**src/fan_tachometer_filtered_macros.svh**
```systemverilog
// ----------------------------------------------------------------------------
// Fan tachometer assertion macros
// Concurrent check macros used by the tachometer datapath; empty under synthesis.
// ----------------------------------------------------------------------------
`ifndef FAN_TACHOMETER_FILTERED_MACROS_SVH
`define FAN_TACHOMETER_FILTERED_MACROS_SVH
`ifndef SYNTHESIS
// same-cycle implication, sampled on i_clk, off during reset
`define FTF_ASSERT_IMP(lbl, ante, cons) \
    lbl: assert property (@(posedge i_clk) disable iff (!i_rst_n) (ante) |-> (cons)) \
        else $error("ftf: same-cycle check failed");
// next-cycle implication, sampled on i_clk, off during reset
`define FTF_ASSERT_NXT(lbl, ante, cons) \
    lbl: assert property (@(posedge i_clk) disable iff (!i_rst_n) (ante) |=> (cons)) \
        else $error("ftf: next-cycle check failed");
`else
`define FTF_ASSERT_IMP(lbl, ante, cons)
`define FTF_ASSERT_NXT(lbl, ante, cons)
`endif
`endif

```
**src/ftf_pkg.sv**
```systemverilog
// ----------------------------------------------------------------------------
// Fan tachometer package
// Widths, constants, register indexes, state and control types.
// ----------------------------------------------------------------------------
`timescale 1ns / 1ps
`default_nettype none

package ftf_pkg;

    // averaging window depth
    localparam int WIN     = 8;
    localparam int SLOT_W  = (WIN > 1) ? $clog2(WIN) : 1;
    localparam int FILL_W  = $clog2(WIN + 1);

    localparam int RPM_W   = 16;
    localparam int TALLY_W = 16;
    localparam int TIME_W  = 8;
    localparam int PPR_W   = 8;
    localparam int PROD_W  = 22;
    localparam int SUM_W   = RPM_W + SLOT_W;
    localparam int DIV_W   = (PROD_W > SUM_W) ? PROD_W : SUM_W;
    localparam int DVS_W   = (FILL_W > 4) ? FILL_W : 4;
    localparam int DCNT_W  = $clog2(DIV_W);

    localparam int CFG_IDX_W  = 2;
    localparam int CFG_DATA_W = 16;

    localparam logic [5:0]         RPM_PER_PPS = 6'd60;
    localparam logic [DVS_W-1:0]   DEFAULT_PPR = DVS_W'(3);
    localparam logic [PPR_W-1:0]   PPR_LIMIT   = 8'd10;
    localparam logic [TIME_W-1:0]  MIN_GAP_MS  = 8'd2;
    localparam logic [RPM_W-1:0]   RPM_SAT     = 16'hFFFF;
    localparam logic [TALLY_W-1:0] TALLY_SAT   = 16'hFFFF;

    localparam logic REQ_PULSE = 1'b0;
    localparam logic REQ_TICK  = 1'b1;

    localparam logic [CFG_IDX_W-1:0] CFG_DEBOUNCE = 2'd0;
    localparam logic [CFG_IDX_W-1:0] CFG_PPR      = 2'd1;
    localparam logic [CFG_IDX_W-1:0] CFG_RPM_MAX  = 2'd2;
    localparam logic [CFG_IDX_W-1:0] CFG_RPM_MIN  = 2'd3;

    localparam logic             RST_DEBOUNCE = 1'b1;
    localparam logic [PPR_W-1:0] RST_PPR      = 8'd3;
    localparam logic [RPM_W-1:0] RST_RPM_MAX  = 16'd6000;
    localparam logic [RPM_W-1:0] RST_RPM_MIN  = 16'd100;

    typedef enum logic [3:0] {
        S_IDLE,
        S_RAW_GO,
        S_RAW_WAIT,
        S_CHECK,
        S_SUM,
        S_MEAN_GO,
        S_MEAN_WAIT,
        S_OUT
    } t_ftf_state;

    typedef struct packed {
        logic pulse;
        logic tick;
        logic div_start;
        logic div_mean;
        logic check;
        logic sum_step;
        logic out_load;
    } t_ftf_cmd;

    typedef struct packed {
        logic div_done;
        logic fill_zero;
        logic sum_last;
        logic out_free;
    } t_ftf_sts;

endpackage

`default_nettype wire

```
**src/ftf_in_if.sv**
```systemverilog
// ----------------------------------------------------------------------------
// Tachometer request channel
// Valid/ready channel carrying pulse events and measurement ticks.
// ----------------------------------------------------------------------------
`timescale 1ns / 1ps
`default_nettype none

interface ftf_in_if;
    logic                         valid;
    logic                         ready;
    logic                         req_type;
    logic [ftf_pkg::TIME_W-1:0]   time_ms;

    modport source (output valid, output req_type, output time_ms, input ready);
    modport sink   (input valid, input req_type, input time_ms, output ready);
endinterface

`default_nettype wire

```
**src/ftf_out_if.sv**
```systemverilog
// ----------------------------------------------------------------------------
// Tachometer result channel
// Valid/ready channel carrying one measurement result per tick.
// ----------------------------------------------------------------------------
`timescale 1ns / 1ps
`default_nettype none

interface ftf_out_if;
    logic                        valid;
    logic                        ready;
    logic [ftf_pkg::RPM_W-1:0]   raw_rpm;
    logic                        sample_taken;
    logic [ftf_pkg::RPM_W-1:0]   filtered_rpm;

    modport source (output valid, output raw_rpm, output sample_taken,
                    output filtered_rpm, input ready);
    modport sink   (input valid, input raw_rpm, input sample_taken,
                    input filtered_rpm, output ready);
endinterface

`default_nettype wire

```
**src/ftf_div.sv**
```systemverilog
// ----------------------------------------------------------------------------
// Tachometer divider
// Restoring divider, one quotient bit per cycle, divisor latched at start.
// ----------------------------------------------------------------------------
`timescale 1ns / 1ps
`default_nettype none

module ftf_div (
    input  wire logic                        i_clk,
    input  wire logic                        i_rst_n,
    input  wire logic                        i_start,
    input  wire logic [ftf_pkg::DIV_W-1:0]   i_dividend,
    input  wire logic [ftf_pkg::DVS_W-1:0]   i_divisor,
    output logic                             o_busy,
    output logic                             o_done,
    output logic [ftf_pkg::DIV_W-1:0]        o_quot
);

    logic                          r_busy;
    logic                          r_done;
    logic [ftf_pkg::DCNT_W-1:0]    r_cnt;
    logic [ftf_pkg::DVS_W-1:0]     r_rem;
    logic [ftf_pkg::DVS_W-1:0]     r_dvs;
    logic [ftf_pkg::DIV_W-1:0]     r_quo;

    logic [ftf_pkg::DVS_W:0]       w_shift;
    logic [ftf_pkg::DVS_W:0]       w_diff;
    logic                          w_ge;

    always_comb begin
        w_shift = {r_rem, r_quo[ftf_pkg::DIV_W-1]};
        w_diff  = w_shift - {1'b0, r_dvs};
        w_ge    = (w_shift >= {1'b0, r_dvs});
    end

    always_ff @(posedge i_clk) begin
        if (!i_rst_n) begin
            r_busy <= 1'b0;
            r_done <= 1'b0;
            r_cnt  <= '0;
        end else begin
            r_done <= 1'b0;
            if (i_start) begin
                r_busy <= 1'b1;
                r_cnt  <= '0;
            end else if (r_busy) begin
                r_cnt <= r_cnt + ftf_pkg::DCNT_W'(1);
                if (r_cnt == ftf_pkg::DCNT_W'(ftf_pkg::DIV_W - 1)) begin
                    r_busy <= 1'b0;
                    r_done <= 1'b1;
                end
            end
        end
    end

    // shift the dividend out of the top while quotient bits fill the bottom
    always_ff @(posedge i_clk) begin
        if (i_start) begin
            r_quo <= i_dividend;
            r_rem <= '0;
            r_dvs <= i_divisor;
        end else if (r_busy) begin
            r_quo <= {r_quo[ftf_pkg::DIV_W-2:0], w_ge};
            r_rem <= w_ge ? w_diff[ftf_pkg::DVS_W-1:0] : w_shift[ftf_pkg::DVS_W-1:0];
        end
    end

    assign o_busy = r_busy;
    assign o_done = r_done;
    assign o_quot = r_quo;

endmodule

`default_nettype wire

```
**src/ftf_ctrl.sv**
```systemverilog
// ----------------------------------------------------------------------------
// Tachometer controller
// Sequences a tick through divide, check, ring sum, mean divide and output.
// ----------------------------------------------------------------------------
`timescale 1ns / 1ps
`default_nettype none

module ftf_ctrl (
    input  wire logic                i_clk,
    input  wire logic                i_rst_n,
    input  wire logic                i_in_valid,
    input  wire logic                i_req_type,
    input  wire ftf_pkg::t_ftf_sts   i_sts,
    output logic                     o_in_ready,
    output ftf_pkg::t_ftf_cmd        o_cmd
);

    ftf_pkg::t_ftf_state r_state;
    ftf_pkg::t_ftf_state n_state;

    always_ff @(posedge i_clk) begin
        if (!i_rst_n) begin
            r_state <= ftf_pkg::S_IDLE;
        end else begin
            r_state <= n_state;
        end
    end

    always_comb begin
        n_state    = r_state;
        o_in_ready = 1'b0;
        o_cmd      = '0;
        case (r_state)
            ftf_pkg::S_IDLE: begin
                o_in_ready = 1'b1;
                if (i_in_valid) begin
                    if (i_req_type == ftf_pkg::REQ_TICK) begin
                        o_cmd.tick = 1'b1;
                        n_state    = ftf_pkg::S_RAW_GO;
                    end else begin
                        o_cmd.pulse = 1'b1;
                    end
                end
            end
            ftf_pkg::S_RAW_GO: begin
                o_cmd.div_start = 1'b1;
                n_state         = ftf_pkg::S_RAW_WAIT;
            end
            ftf_pkg::S_RAW_WAIT: begin
                if (i_sts.div_done) begin
                    n_state = ftf_pkg::S_CHECK;
                end
            end
            ftf_pkg::S_CHECK: begin
                o_cmd.check = 1'b1;
                n_state     = ftf_pkg::S_SUM;
            end
            ftf_pkg::S_SUM: begin
                // empty ring: mean is zero, skip the divide
                if (i_sts.fill_zero) begin
                    n_state = ftf_pkg::S_OUT;
                end else begin
                    o_cmd.sum_step = 1'b1;
                    if (i_sts.sum_last) begin
                        n_state = ftf_pkg::S_MEAN_GO;
                    end
                end
            end
            ftf_pkg::S_MEAN_GO: begin
                o_cmd.div_start = 1'b1;
                o_cmd.div_mean  = 1'b1;
                n_state         = ftf_pkg::S_MEAN_WAIT;
            end
            ftf_pkg::S_MEAN_WAIT: begin
                if (i_sts.div_done) begin
                    n_state = ftf_pkg::S_OUT;
                end
            end
            ftf_pkg::S_OUT: begin
                if (i_sts.out_free) begin
                    o_cmd.out_load = 1'b1;
                    n_state        = ftf_pkg::S_IDLE;
                end
            end
            default: begin
                n_state = ftf_pkg::S_IDLE;
            end
        endcase
    end

endmodule

`default_nettype wire

```
**src/ftf_dp.sv**
```systemverilog
// ----------------------------------------------------------------------------
// Tachometer datapath
// Settings, pulse tally, debounce, sample ring, shared divider, result register.
// ----------------------------------------------------------------------------
`timescale 1ns / 1ps
`default_nettype none
`include "fan_tachometer_filtered_macros.svh"

module ftf_dp (
    input  wire logic                              i_clk,
    input  wire logic                              i_rst_n,
    input  wire ftf_pkg::t_ftf_cmd                 i_cmd,
    output ftf_pkg::t_ftf_sts                      o_sts,
    input  wire logic [ftf_pkg::TIME_W-1:0]        i_time_ms,
    input  wire logic                              i_cfg_we,
    input  wire logic [ftf_pkg::CFG_IDX_W-1:0]     i_cfg_idx,
    input  wire logic [ftf_pkg::CFG_DATA_W-1:0]    i_cfg_data,
    input  wire logic                              i_out_ready,
    output logic                                   o_out_valid,
    output logic [ftf_pkg::RPM_W-1:0]              o_raw_rpm,
    output logic                                   o_sample_taken,
    output logic [ftf_pkg::RPM_W-1:0]              o_filtered_rpm
);

    // settings
    logic                           r_deb;
    logic [ftf_pkg::PPR_W-1:0]      r_ppr;
    logic [ftf_pkg::RPM_W-1:0]      r_max;
    logic [ftf_pkg::RPM_W-1:0]      r_min;

    // measurement state
    logic [ftf_pkg::TALLY_W-1:0]    r_tally;
    logic [ftf_pkg::TIME_W-1:0]     r_last;
    logic [ftf_pkg::PROD_W-1:0]     r_prod;
    logic [ftf_pkg::RPM_W-1:0]      r_ring [ftf_pkg::WIN];
    logic [ftf_pkg::SLOT_W-1:0]     r_wslot;
    logic [ftf_pkg::FILL_W-1:0]     r_fill;
    logic [ftf_pkg::SLOT_W-1:0]     r_idx;
    logic [ftf_pkg::SUM_W-1:0]      r_sum;
    logic [ftf_pkg::RPM_W-1:0]      r_raw;
    logic                           r_taken;

    // result register
    logic                           r_ov;
    logic [ftf_pkg::RPM_W-1:0]      r_o_raw;
    logic                           r_o_taken;
    logic [ftf_pkg::RPM_W-1:0]      r_o_mean;

    logic [ftf_pkg::TIME_W-1:0]     w_gap;
    logic                           w_count;
    logic [ftf_pkg::DVS_W-1:0]      w_ppr_eff;
    logic [ftf_pkg::DIV_W-1:0]      w_dividend;
    logic [ftf_pkg::DVS_W-1:0]      w_divisor;
    logic                           w_div_busy;
    logic                           w_div_done;
    logic [ftf_pkg::DIV_W-1:0]      w_quot;
    logic [ftf_pkg::RPM_W-1:0]      w_raw;
    logic                           w_taken;
    logic                           w_out_free;

    always_comb begin
        w_gap   = i_time_ms - r_last;
        w_count = !r_deb || (w_gap >= ftf_pkg::MIN_GAP_MS);
        if (r_ppr == '0 || r_ppr >= ftf_pkg::PPR_LIMIT) begin
            w_ppr_eff = ftf_pkg::DEFAULT_PPR;
        end else begin
            w_ppr_eff = ftf_pkg::DVS_W'(r_ppr[3:0]);
        end
        if (i_cmd.div_mean) begin
            w_dividend = ftf_pkg::DIV_W'(r_sum);
            w_divisor  = ftf_pkg::DVS_W'(r_fill);
        end else begin
            w_dividend = ftf_pkg::DIV_W'(r_prod);
            w_divisor  = w_ppr_eff;
        end
        if (w_quot > ftf_pkg::DIV_W'(ftf_pkg::RPM_SAT)) begin
            w_raw = ftf_pkg::RPM_SAT;
        end else begin
            w_raw = w_quot[ftf_pkg::RPM_W-1:0];
        end
        w_taken    = !((w_raw > r_max) || ((w_raw != '0) && (w_raw < r_min)));
        w_out_free = !r_ov || i_out_ready;
    end

    ftf_div u_div (
        .i_clk      (i_clk),
        .i_rst_n    (i_rst_n),
        .i_start    (i_cmd.div_start),
        .i_dividend (w_dividend),
        .i_divisor  (w_divisor),
        .o_busy     (w_div_busy),
        .o_done     (w_div_done),
        .o_quot     (w_quot)
    );

    always_ff @(posedge i_clk) begin
        if (!i_rst_n) begin
            r_deb <= ftf_pkg::RST_DEBOUNCE;
            r_ppr <= ftf_pkg::RST_PPR;
            r_max <= ftf_pkg::RST_RPM_MAX;
            r_min <= ftf_pkg::RST_RPM_MIN;
        end else if (i_cfg_we) begin
            case (i_cfg_idx)
                ftf_pkg::CFG_DEBOUNCE: r_deb <= i_cfg_data[0];
                ftf_pkg::CFG_PPR:      r_ppr <= i_cfg_data[ftf_pkg::PPR_W-1:0];
                ftf_pkg::CFG_RPM_MAX:  r_max <= i_cfg_data[ftf_pkg::RPM_W-1:0];
                ftf_pkg::CFG_RPM_MIN:  r_min <= i_cfg_data[ftf_pkg::RPM_W-1:0];
                default: begin
                end
            endcase
        end
    end

    always_ff @(posedge i_clk) begin
        if (!i_rst_n) begin
            r_tally <= '0;
            r_last  <= '0;
            r_wslot <= '0;
            r_fill  <= '0;
            r_ov    <= 1'b0;
        end else begin
            if (i_cmd.pulse && w_count) begin
                if (r_tally != ftf_pkg::TALLY_SAT) begin
                    r_tally <= r_tally + ftf_pkg::TALLY_W'(1);
                end
                // only a debounced pulse moves the reference time
                if (r_deb) begin
                    r_last <= i_time_ms;
                end
            end
            if (i_cmd.tick) begin
                r_tally <= '0;
            end
            if (i_cmd.check && w_taken) begin
                if (r_wslot == ftf_pkg::SLOT_W'(ftf_pkg::WIN - 1)) begin
                    r_wslot <= '0;
                end else begin
                    r_wslot <= r_wslot + ftf_pkg::SLOT_W'(1);
                end
                if (r_fill != ftf_pkg::FILL_W'(ftf_pkg::WIN)) begin
                    r_fill <= r_fill + ftf_pkg::FILL_W'(1);
                end
            end
            if (i_cmd.out_load) begin
                r_ov <= 1'b1;
            end else if (i_out_ready) begin
                r_ov <= 1'b0;
            end
        end
    end

    always_ff @(posedge i_clk) begin
        if (i_cmd.tick) begin
            r_prod <= ftf_pkg::PROD_W'(r_tally) * ftf_pkg::PROD_W'(ftf_pkg::RPM_PER_PPS);
        end
        if (i_cmd.check) begin
            r_raw   <= w_raw;
            r_taken <= w_taken;
            r_sum   <= '0;
            r_idx   <= '0;
            if (w_taken) begin
                r_ring[r_wslot] <= w_raw;
            end
        end
        if (i_cmd.sum_step) begin
            r_sum <= r_sum + ftf_pkg::SUM_W'(r_ring[r_idx]);
            r_idx <= r_idx + ftf_pkg::SLOT_W'(1);
        end
        if (i_cmd.out_load) begin
            r_o_raw   <= r_raw;
            r_o_taken <= r_taken;
            r_o_mean  <= (r_fill == '0) ? '0 : w_quot[ftf_pkg::RPM_W-1:0];
        end
    end

    always_comb begin
        o_sts.div_done  = w_div_done;
        o_sts.fill_zero = (r_fill == '0);
        o_sts.sum_last  = (ftf_pkg::FILL_W'(r_idx) == (r_fill - ftf_pkg::FILL_W'(1)));
        o_sts.out_free  = w_out_free;
    end

    assign o_out_valid    = r_ov;
    assign o_raw_rpm      = r_o_raw;
    assign o_sample_taken = r_o_taken;
    assign o_filtered_rpm = r_o_mean;

    `FTF_ASSERT_IMP(a_fill_bound, 1'b1, r_fill <= ftf_pkg::FILL_W'(ftf_pkg::WIN))
    `FTF_ASSERT_IMP(a_slot_tracks_fill, r_fill != ftf_pkg::FILL_W'(ftf_pkg::WIN), r_wslot == r_fill[ftf_pkg::SLOT_W-1:0])
    `FTF_ASSERT_NXT(a_tick_clears_tally, i_cmd.tick, r_tally == '0)
    `FTF_ASSERT_NXT(a_div_launch, i_cmd.div_start, w_div_busy && !w_div_done)

endmodule

`default_nettype wire

```
**src/fan_tachometer_filtered.sv**
```systemverilog
// ----------------------------------------------------------------------------
// Fan tachometer with moving-average filter
// Counts debounced tach pulses, turns each one-second tick into an RPM sample,
// rejects outliers and reports the mean of the last WIN accepted samples.
// ----------------------------------------------------------------------------
// A pulse beat is absorbed in the cycle it is accepted and returns nothing.
// A tick beat returns one result beat after the raw divide, the outlier
// check, the sum of the F filled ring entries (F counted with the new sample
// in), the mean divide and the output load. On an empty ring the mean divide
// is skipped and a zero mean is loaded. The time goes to two passes through
// the one-bit-per-cycle divider (one for count*60/ppr and one for the mean)
// and to one ring entry summed per cycle. No request beat is taken while a
// tick is in progress; the next one can be taken in the cycle after the
// result is loaded. A finished result waits in the output register and pulses
// are still taken while it waits. The user must write settings through the
// plain write port only while the block is idle; the block does not check it.
`timescale 1ns / 1ps
`default_nettype none

module fan_tachometer_filtered (
    input  wire logic                              i_clk,
    input  wire logic                              i_rst_n,
    ftf_in_if.sink                                 i_req,
    ftf_out_if.source                              o_res,
    input  wire logic                              i_cfg_we,
    input  wire logic [ftf_pkg::CFG_IDX_W-1:0]     i_cfg_idx,
    input  wire logic [ftf_pkg::CFG_DATA_W-1:0]    i_cfg_data
);

    ftf_pkg::t_ftf_cmd              w_cmd;
    ftf_pkg::t_ftf_sts              w_sts;
    logic                           w_in_ready;
    logic                           w_out_valid;
    logic [ftf_pkg::RPM_W-1:0]      w_raw_rpm;
    logic                           w_sample_taken;
    logic [ftf_pkg::RPM_W-1:0]      w_filtered_rpm;

    ftf_ctrl u_ctrl (
        .i_clk      (i_clk),
        .i_rst_n    (i_rst_n),
        .i_in_valid (i_req.valid),
        .i_req_type (i_req.req_type),
        .i_sts      (w_sts),
        .o_in_ready (w_in_ready),
        .o_cmd      (w_cmd)
    );

    ftf_dp u_dp (
        .i_clk          (i_clk),
        .i_rst_n        (i_rst_n),
        .i_cmd          (w_cmd),
        .o_sts          (w_sts),
        .i_time_ms      (i_req.time_ms),
        .i_cfg_we       (i_cfg_we),
        .i_cfg_idx      (i_cfg_idx),
        .i_cfg_data     (i_cfg_data),
        .i_out_ready    (o_res.ready),
        .o_out_valid    (w_out_valid),
        .o_raw_rpm      (w_raw_rpm),
        .o_sample_taken (w_sample_taken),
        .o_filtered_rpm (w_filtered_rpm)
    );

    assign i_req.ready        = w_in_ready;
    assign o_res.valid        = w_out_valid;
    assign o_res.raw_rpm      = w_raw_rpm;
    assign o_res.sample_taken = w_sample_taken;
    assign o_res.filtered_rpm = w_filtered_rpm;

endmodule

`default_nettype wire
```
**src/flat_wrapper.sv**
```systemverilog
// flat-port wrapper written by rule: the top's interface ports become plain ports
module fan_tachometer_filtered_flat 
  (i_clk, i_rst_n, i_cfg_we, i_cfg_idx, i_cfg_data, i_req_valid, i_req_req_type, i_req_time_ms, i_req_ready, o_res_valid, o_res_raw_rpm, o_res_sample_taken, o_res_filtered_rpm, o_res_ready);
  ftf_in_if i_req_i ();
  ftf_out_if o_res_i ();
  input  wire logic i_clk;
  input  wire logic i_rst_n;
  input  wire logic i_cfg_we;
  input  wire logic [ftf_pkg::CFG_IDX_W-1:0] i_cfg_idx;
  input  wire logic [ftf_pkg::CFG_DATA_W-1:0] i_cfg_data;
  input wire logic [$bits(i_req_i.valid)-1:0] i_req_valid;
  input wire logic [$bits(i_req_i.req_type)-1:0] i_req_req_type;
  input wire logic [$bits(i_req_i.time_ms)-1:0] i_req_time_ms;
  output wire logic [$bits(i_req_i.ready)-1:0] i_req_ready;
  output wire logic [$bits(o_res_i.valid)-1:0] o_res_valid;
  output wire logic [$bits(o_res_i.raw_rpm)-1:0] o_res_raw_rpm;
  output wire logic [$bits(o_res_i.sample_taken)-1:0] o_res_sample_taken;
  output wire logic [$bits(o_res_i.filtered_rpm)-1:0] o_res_filtered_rpm;
  input wire logic [$bits(o_res_i.ready)-1:0] o_res_ready;
  assign i_req_i.valid = i_req_valid;
  assign i_req_i.req_type = i_req_req_type;
  assign i_req_i.time_ms = i_req_time_ms;
  assign i_req_ready = i_req_i.ready;
  assign o_res_valid = o_res_i.valid;
  assign o_res_raw_rpm = o_res_i.raw_rpm;
  assign o_res_sample_taken = o_res_i.sample_taken;
  assign o_res_filtered_rpm = o_res_i.filtered_rpm;
  assign o_res_i.ready = o_res_ready;
  fan_tachometer_filtered u_core (.i_clk(i_clk), .i_rst_n(i_rst_n), .i_req(i_req_i), .o_res(o_res_i), .i_cfg_we(i_cfg_we), .i_cfg_idx(i_cfg_idx), .i_cfg_data(i_cfg_data));
endmodule
```
**config.mk**
```make
export PLATFORM = sky130hd
export DESIGN_NAME = fan_tachometer_filtered_flat
export DESIGN_NICKNAME = d
export VERILOG_FILES = /design/src/ftf_pkg.sv /design/src/ftf_in_if.sv /design/src/ftf_out_if.sv /design/src/ftf_div.sv /design/src/ftf_ctrl.sv /design/src/ftf_dp.sv /design/src/fan_tachometer_filtered.sv /design/src/flat_wrapper.sv
export VERILOG_INCLUDE_DIRS = /design/src /design/src/src
export SDC_FILE = /design/constraint.sdc
export NUM_CORES = 1
export LEC_CHECK = 0
export ABC_AREA = 1
export BUFFER_PORTS_ARGS = -buffer_cell sky130_fd_sc_hd__buf_4
export CAP_MARGIN = 40
export CORE_MARGIN = 5
export CORE_UTILIZATION = 63
export DETAILED_ROUTE_END_ITERATION = 8
export GPL_ROUTABILITY_DRIVEN = 0
export PLACE_DENSITY = 0.84
export SYNTH_ARGS = -nofsm -noshare
export SYNTH_HDL_FRONTEND = slang
export SYNTH_SLANG_ARGS = --single-unit
```
**constraint.sdc**
```tcl
create_clock -name i_clk -period 8.1 [get_ports i_clk]
set_clock_uncertainty 0.1 [all_clocks]
set_input_delay 1.215 -clock i_clk [delete_from_list [all_inputs] [get_ports i_clk]]
set_output_delay 1.215 -clock i_clk [all_outputs]
set_load 0.01 [all_outputs]
```
==> key figures, run 1 <==
Cells and area
  – Nets@finish: 1,861
  – Layout area overhead: 12.6%
  – Diode count: 0
  – Fraction of layout cells with a size suffix above 1: 11.4%
  – Filler Cell Count: 1,725
  – Reg area: 0.00919 mm2
  – Fin area: 0.0188 mm2
  – Non-Filler Instances: 2,057
  – Area of the multi-input gates: 0.00669 mm2

Clock network
  – Clock root buffer: clkbuf_16
  – TritonCTS clock tree: yes
  – # resized after CTS: 0
  – TritonCTS Sinks: 336
  – Post-CTS Hold Buffers: 0
  – Reg clk slew, reported paths: 0.06 ns
  – Clock Tree Buf Depth: 3
  – Post-CTS Setup Inserts: 0
  – CTS Buf Count: 35
  – Clk Latency, worst-skew pair: 0.53 ns
  – H-Tree Depth: 2

Timing
  – Final-report hold violation count: 0
  – Setup ws final: 3.29 ns
  – Relative slew slack: 36.0%
  – Slew Viols, Final: 0
  – Final Cycle Share: 59.4%
  – RSZ-0062 raised after global routing: no
  – Tightest Pin Transition: 0.957 ns
  – Final setup violation count: 0
  – Clock period minus worst slack: 4.81 ns
  – Setup_tns: 0 ns
  – Fmax: 0.208 GHz

Critical path
  – Worst EP arrival: 4.99 ns
  – Reg2reg end: u_core.u_dp.r_sum[13]
  – Worst-path fanout max: 65
  – Kind of critical path: reg2reg
  – Data required, critical path: 8.28 ns
  – Flop2flop setup slack: 3.29 ns
  – CP Capture Type: register
  – CP startpoint kind: register
  – Reg2reg path depth: 18

Place
  – Port bufs: 66
  – DP HPWL: 28.2 mm
  – Setup WS pre-CTS: 3.66 ns
  – Placement-stage cell area: 0.0177 mm2
  – Dpl cells: 1,992

Global route
  – Gr usage total: 26.7%
  – Global Route met3 Usage: 6.20%
  – Largest net degree at the start of global routing: 66
  – Vias in the first global route: 12,300
  – GR Util met2: 44.5%
  – Met1 Use GR: 34.7%
  – GRT busiest layer: met2
  – Initial antenna violation count: 0
  – First-pass GRT wire length: 65.0 mm
  – GRT overflow: 0

Drt
  – Vias per cell: 6.11
  – DRC viols: 0
  – Starting DRT DRC Count: 1,442
  – Number of vias in the routed layout: 12,600
  – Final wirelength: 40.9 mm
  – Drt pass-1 iters: 7
  – Detail Route Antenna Nets: 0
  – WL/cell: 19.9 um

Power and ir drop
  – Clock power frac: 34.9%
  – Overall Power: 4.55 mW
  – Sw Share: 29.5%
  – P_leak: 7.29 nW
  – Sw Pwr: 1.34 mW
  – Reg power frac: 45.6%
  – Worst vdd ir: 0.220 mV
  – P_int: 3.21 mW
  – Pwr Density: 242 mW/mm2
  – Comb pwr share: 19.5%

Synth
  – Top_reg_cell synth: edfxtp_1
  – Synthesized instance count: 1,622
  – Syn Nets: 1,788
  – Number of enable flip-flop cells after synthesis: 246
  – Synth top cells by count: 246 x edfxtp_1, 212 x nor2_1, 170 x inv_1
  – Synth Register Bits: 336
  – Most common cell in the netlist: edfxtp_1
  – Biggest area consumer among synthesized cells: edfxtp_1
  – Dominant cells by area after synthesis: edfxtp_1 44%, dfxtp_1 11%, ha_1 7.6%, nor2_1 4.8%, o21ai_0 4.4%
  – Post-synth cell types: 58
  – Warnings from Yosys: 0
  – Syn Area/Cell: 10.3 um2
  – Sequential area share after synthesis: 54.9%
  – Synth top area share: 44.1%
  – Ys async rst share: 0%
  – Synthesized cell area: 0.0167 mm2

Hold path
  – Hold path start: u_core.u_dp.r_raw[5]
  – Worst Hold Class: reg2reg
  – Worst hold stages: 0
  – End of the worst hold path: u_core.u_dp.o_raw_rpm[5]

Floorplanning
  – Rows: 59
  – Die width: 173 um
  – Die H: 173 um
  – Starting Density: 64.0%
  – I/O pin cnt: 67
  – Area of the die: 0.0299 mm2
  – Core Region: 0.0261 mm2

Run
  – Max-Cap Viols: 0

Status
  – Status: completed
## registers in the layout, indices dropped and copies added, names as in the netlist, 3 cells and up, named ones only
signal                      count
u_core.u_dp.r_prod             20
u_core.u_dp.u_div.r_cnt         5
u_core.u_dp.r_max              16
u_core.u_dp.r_ppr               8
u_core.u_dp.r_wslot             3
u_core.u_dp.u_div.o_quot       22
u_core.u_dp.r_idx               3
u_core.u_dp.r_last              8
u_core.u_dp.r_ring            128
u_core.u_dp.r_min              16
u_core.u_dp.u_div.r_rem         4
u_core.u_ctrl.r_state           3
u_core.u_dp.o_raw_rpm          16
u_core.u_dp.r_tally            16
u_core.u_dp.u_div.r_dvs         4
u_core.u_dp.o_filtered_rpm     16
u_core.u_dp.r_raw              16
u_core.u_dp.r_sum              19
u_core.u_dp.r_fill              4
## layout make-up
type	instances	area share, %
flip-flops and latches	336	48.8
multi-input cells	1059	35.5
well taps	335	2.22
inverters	176	3.51
clock inverters	11	0.730
clock buffers	53	5.27
repair buffers	87	3.98
## power by group through the flow
stage	Sequential (mW)	Combinational, mW	Clock [mW]
floorplan	2.09	0.602	0
global placement	2.10	0.791	0
detailed placement	2.11	0.850	0
CTS	2.07	0.864	1.60
global route	2.09	0.971	1.68
finish	2.08	0.887	1.59
## routing by layer
metal | routed length, um | vias up | part of all wire, %
met5 | 0 | - | 0
met3 | 4060 | 138 | 9.9
met2 | 19700 | 670 | 48
met4 | 1530 | 0 | 3.7
li1 | - | 5773 | -
met1 | 15600 | 5984 | 38
## worst max path at each step
stage,start,to,slack (ns),cells past startpoint
3_3_place_gp,register,u_core.u_dp.r_sum[13],3.94,17
5_1_grt,register,u_core.u_dp.r_sum[13],2.98,18
3_5_place_dp,register,u_core.u_dp.r_sum[13],3.66,17
6_report,register,u_core.u_dp.r_sum[13],3.29,18
2_1_floorplan,u_core.u_dp.u_div.o_quot[17],u_core.u_dp.r_ring[0][0],4.41,15
4_1_cts,register,u_core.u_dp.r_sum[13],3.52,17
## layout by cell type, fill, tap and decap left out, types with 3 or more instances in the layout
master,n
xnor2_1,16
clkbuf_8,5
nand3_4,4
o21ai_0,145
nor2_1,205
buf_6,5
nor2_2,14
clkinv_1,5
nand4_1,28
fa_1,32
buf_4,75
nor2_4,3
o211ai_1,21
o31ai_1,3
clkbuf_1,13
edfxtp_1,246
a21oi_2,9
o21a_1,5
inv_1,170
ha_1,102
nand2_1,169
o21ai_1,16
nand3_1,29
xor2_1,24
a22o_1,3
nand2_2,12
a31oi_1,17
dfxtp_1,89
nor3_1,16
o22ai_1,31
a211oi_1,4
buf_8,5
inv_2,4
clkbuf_16,35
nor4_1,3
a21oi_1,119
## worst max-delay path, cell delays in order (launching register included)
cell and delay (ns):
dfxtp_2 0.32, buf_4 0.52, clkinv_1 0.63, buf_4 0.45, o21ai_0 0.23, o22ai_1 0.13, inv_1 0.06, o21ai_0 0.15
ha_1 0.28, a21oi_1 0.29, o21ai_1 0.16, a21oi_1 0.29, o21ai_1 0.20, a21oi_1 0.26, o21ai_1 0.14, nand2_1 0.10
nand3_1 0.06, nand2_1 0.07, nor2_1 0.05
## metrics by stage
stage | util, % | hold slack (ns)
2_1_floorplan | - | 0.300
5_1_grt | 72.1 | 0.334
6_report | 72.1 | 0.319
4_1_cts | 72.1 | 0.319
3_3_place_gp | 67.1 | 0.304
3_5_place_dp | 67.7 | 0.305
## cells by family (layout without fill, tap and decap cells)
group	after synthesis	count (layout)	share of synthesized area, %
xor+xnor	42	42	2.29
buf+inv	227	327	5.26
simple gates	494	494	13.0
flops	336	336	54.9
fa+ha+maj	134	134	11.5
compound gates	389	389	13.1
Note: power is estimated with default switching activity, not from simulation.
==> run 2, diff against run 1 <==
Settings changed: ABC_AREA 1 to 0, CORE_UTILIZATION 63 to 56, PLACE_DENSITY 0.84 to 0.79.
Clock period 8.1 ns to 4.1 ns, I/O delays scaled along.
==> run 2 against run 1 <==
Compared with the run above:
- the run now ends with negative setup slack left
- area after synthesis grew 0.12%
- worst hold slack lost 0.094 ns
- global-route usage shrank 2.6 points
- cell count shrank 8.8%
- via count shrank 10%
- critical path type unchanged
==> key figures, run 2 <==
Cells and area
  – Most flops, register: u_core.u_dp.r_ring (unchanged)
  – Max FFs per register: 128 (unchanged)
  – Most frequent cells in the layout: 246 x edfxtp_1, 136 x nand2_1, 106 x buf_4 (was 246 x edfxtp_1, 205 x nor2_1, 170 x inv_1)
  – Filler Cell Count: 2,054 (was 1,725)
  – Most common cell after layout, fill and taps aside: edfxtp_1 (unchanged)
  – Diode count: 0 (unchanged)
  – Nets@finish: 1,631 (was 1,861)
  – Layout area overhead: 16.7% (was 12.6%)
  – Fin area: 0.0195 mm2 (was 0.0188 mm2)
  – Fraction of layout cells with a size suffix above 1: 17.8% (was 11.4%)
  – Post-Route Utilization: 66.1% (was 72.1%)

Timing
  – Final setup violation count: 64 (was 0)
  – Setup ws final: -0.0575 ns (was 3.29 ns)
  – RSZ-0062 raised after global routing: yes (was no)
  – Final Cycle Share: 101% (was 59.4%)
  – Tightest Pin Transition: 0.782 ns (was 0.957 ns)
  – Final-report hold violation count: 0 (unchanged)
  – Clock period minus worst slack: 4.16 ns (was 4.81 ns)
  – Relative slew slack: 47.8% (was 36.0%)
  – Slew Viols, Final: 0 (unchanged)
  – Fmax: 0.241 GHz (was 0.208 GHz)
  – Worst hold slack: 0.225 ns (was 0.319 ns)
  – Setup_tns: -2.53 ns (was 0 ns)

Synth
  – Syn Nets: 1,515 (was 1,788)
  – Sequential area share after synthesis: 54.8% (was 54.9%)
  – Top_reg_cell synth: edfxtp_1 (unchanged)
  – Synth top cells by count: 246 x edfxtp_1, 136 x nand2_1, 102 x ha_1 (was 246 x edfxtp_1, 212 x nor2_1, 170 x inv_1)
  – Post-synth cell types: 67 (was 58)
  – Syn Area/Cell: 12.4 um2 (was 10.3 um2)
  – Dominant cells by area after synthesis: edfxtp_1 44%, dfxtp_1 11%, ha_1 7.6%, mux4_2 4.3%, fa_1 3.8% (was edfxtp_1 44%, dfxtp_1 11%, ha_1 7.6%, nor2_1 4.8%, o21ai_0 4.4%)
  – Synthesized instance count: 1,349 (was 1,622)
  – Number of enable flip-flop cells after synthesis: 246 (unchanged)
  – Warnings from Yosys: 0 (unchanged)
  – Synthesized cell area: 0.0168 mm2 (was 0.0167 mm2)
  – Ys async rst share: 0% (unchanged)
  – Biggest area consumer among synthesized cells: edfxtp_1 (unchanged)
  – Synth top area share: 44.1% (about the same)
  – Most common cell in the netlist: edfxtp_1 (unchanged)
  – Synth Register Bits: 336 (unchanged)

Drt
  – Vias per cell: 6.03 (was 6.11)
  – Drt pass-1 iters: 5 (was 7)
  – Starting DRT DRC Count: 1,085 (was 1,442)
  – WL/cell: 22.3 um (was 19.9 um)
  – Detail Route Antenna Nets: 0 (unchanged)
  – Final wirelength: 41.8 mm (was 40.9 mm)
  – DRC viols: 0 (unchanged)
  – Number of vias in the routed layout: 11,300 (was 12,600)

Place
  – Port bufs: 66 (unchanged)
  – Placement-stage cell area: 0.0181 mm2 (was 0.0177 mm2)
  – DP HPWL: 27.4 mm (was 28.2 mm)

Critical path
  – Worst-path fanout max: 16 (was 65)
  – Critical-path top delay cell: or4_4 (was clkinv_1)
  – Most frequent CP cell: buf_12
  – Worst EP arrival: 4.28 ns (was 4.99 ns)
  – CP Capture Type: register (unchanged)
  – Critical Path Max Stage Delay: 0.56 ns (was 0.63 ns)
  – Kind of critical path: reg2reg (unchanged)
  – Data required, critical path: 4.22 ns (was 8.28 ns)
  – CP startpoint kind: register (unchanged)
  – Crit-path cells: nor4_4, buf_6, nand2_8, or2_4, ha_1, nand4_1, nor4_2, o311ai_2, o211a_1, or4_4, buf_12, nor4b_4, buf_12 (was buf_4, clkinv_1, buf_4, o21ai_0, o22ai_1, inv_1, o21ai_0, ha_1, a21oi_1, o21ai_1, a21oi_1, o21ai_1, a21oi_1, o21ai_1, nand2_1, nand3_1, nand2_1, nor2_1)

Power and ir drop
  – Overall Power: 7.23 mW (was 4.55 mW)
  – P_leak: 6.97 nW (was 7.29 nW)
  – Pwr Density: 370 mW/mm2 (was 242 mW/mm2)
  – Worst vdd ir: 0.297 mV (was 0.220 mV)

Clock network
  – Clock root buffer: clkbuf_16 (unchanged)
  – Reg clk slew, reported paths: 0.06 ns (about the same)
  – Clock Tree Buf Depth: 3 (unchanged)
  – TritonCTS clock tree: yes (unchanged)
  – CTS Buf Count: 35 (unchanged)
  – TritonCTS Sinks: 336 (unchanged)
  – Clk Latency, worst-skew pair: 0.53 ns (about the same)
  – Post-CTS Hold Buffers: 0 (unchanged)
  – H-Tree Depth: 2 (unchanged)

Global route
  – Vias in the first global route: 11,400 (was 12,300)
  – GRT overflow: 0 (unchanged)
  – Largest net degree at the start of global routing: 71 (was 66)
  – First-pass GRT wire length: 63.2 mm (was 65.0 mm)
  – Initial antenna violation count: 1 (was 0)
  – Gr usage total: 24.1% (was 26.7%)

Floorplanning
  – Starting Density: 56.7% (was 64.0%)
  – I/O pin cnt: 67 (unchanged)
  – Core Region: 0.0296 mm2 (was 0.0261 mm2)
  – Die width: 183 um (was 173 um)
  – Rows: 63 (was 59)
  – Die H: 183 um (was 173 um)
  – Area of the die: 0.0335 mm2 (was 0.0299 mm2)

Status
  – Failing checks: negative setup slack
  – Status: finished, violations left (was completed)

Run
  – Max-Cap Viols: 0 (unchanged)

Hold path
  – Worst Hold Class: in2reg (was reg2reg)
## run 2: changes by cell type after synthesis, moves of 33 or more
| cell | before | now |
|---|---|---|
| nor2_1 | 212 | 71 |
| nand2_1 | 169 | 136 |
| a21oi_1 | 119 | 45 |
| mux2i_1 | 0 | 46 |
| o21ai_0 | 146 | 49 |
| inv_1 | 170 | 79 |
## run 2: per-stage QoR
| step | cells | setup WS, ns |
|---|---|---|
| 3_5_place_dp | 1792 | 0.0563 |
| 6_report | 1875 | -0.0575 |
| 3_3_place_gp | 1787 | 0.195 |
| 5_1_grt | 1875 | -0.113 |
| 2_1_floorplan | 1349 | -0.193 |
| 4_1_cts | 1849 | 0.0193 |
## run 2: worst max-delay path, delay by kind of cell (launching register included)
kind / cells / cell delay (ns)
AO/OA/AOI/OAI: 2 / 0.33
adder cells (fa/ha/maj): 1 / 0.33
buffers and inverters: 3 / 0.58
flip-flops: 1 / 0.44
AND/OR/NAND/NOR: 7 / 2.07
## run 2: logic make-up (layout without fill, tap and decap cells)
kind of cell	count (synthesis)	in the layout	share of synthesized area, %
multiplexers	93	93	8.06
adder cells (fa/ha/maj)	134	134	11.4
AND/OR/NAND/NOR	390	392	11.6
flip-flops	336	336	54.8
buffers and inverters	129	263	2.91
XOR/XNOR	42	42	2.20
AO/OA/AOI/OAI	225	225	8.97
## run 2: final timing paths
path	from	endpoint	slack (ns)	cells past startpoint
min	i_cfg_data[8]	u_core.u_dp.r_max[8]	0.22	3
min reg2reg	u_core.u_dp.r_raw[0]	u_core.u_dp.o_raw_rpm[0]	0.32	0
max reg2reg	u_core.u_dp.u_div.o_quot[18]	u_core.u_dp.r_ring[5][2]	-0.06	13
max	u_core.u_dp.u_div.o_quot[18]	u_core.u_dp.r_ring[5][2]	-0.06	13
## run 2: metal layers
layer | up-vias | GRT usage, % | routed length [um]
li1 | 5184 | - | -
met1 | 5548 | 31.2 | 16300
met2 | 476 | 41.3 | 20900
met3 | 97 | 4.34 | 2990
met4 | 2 | 8.37 | 1630
met5 | - | 0 | 20
## run 2: layout make-up
type	count	area [um2]	share of cell area, %
clock buffer	41	918	4.70
clock inverter	16	138	0.704
inverter	79	297	1.52
multi-input combinational	886	7320	37.4
sequential	336	9190	47.0
tap	390	488	2.50
timing repair buffer	127	1200	6.14
## run 2: timing repair
action,4_1_cts,5_1_grt
hold endpoints to repair,0,0
buffers inserted,0,21
setup endpoints to repair,0,131
gates resized for setup,0,22
## run 2: where the power goes
group          internal, mW  leakage [nW]  total (mW)  switching (mW)
Sequential             3.69          2.51        3.75          0.0602
Clock                  1.67         0.519        3.01            1.33
Combinational         0.189          3.94       0.469           0.280
Total                  5.56          6.97        7.23            1.67
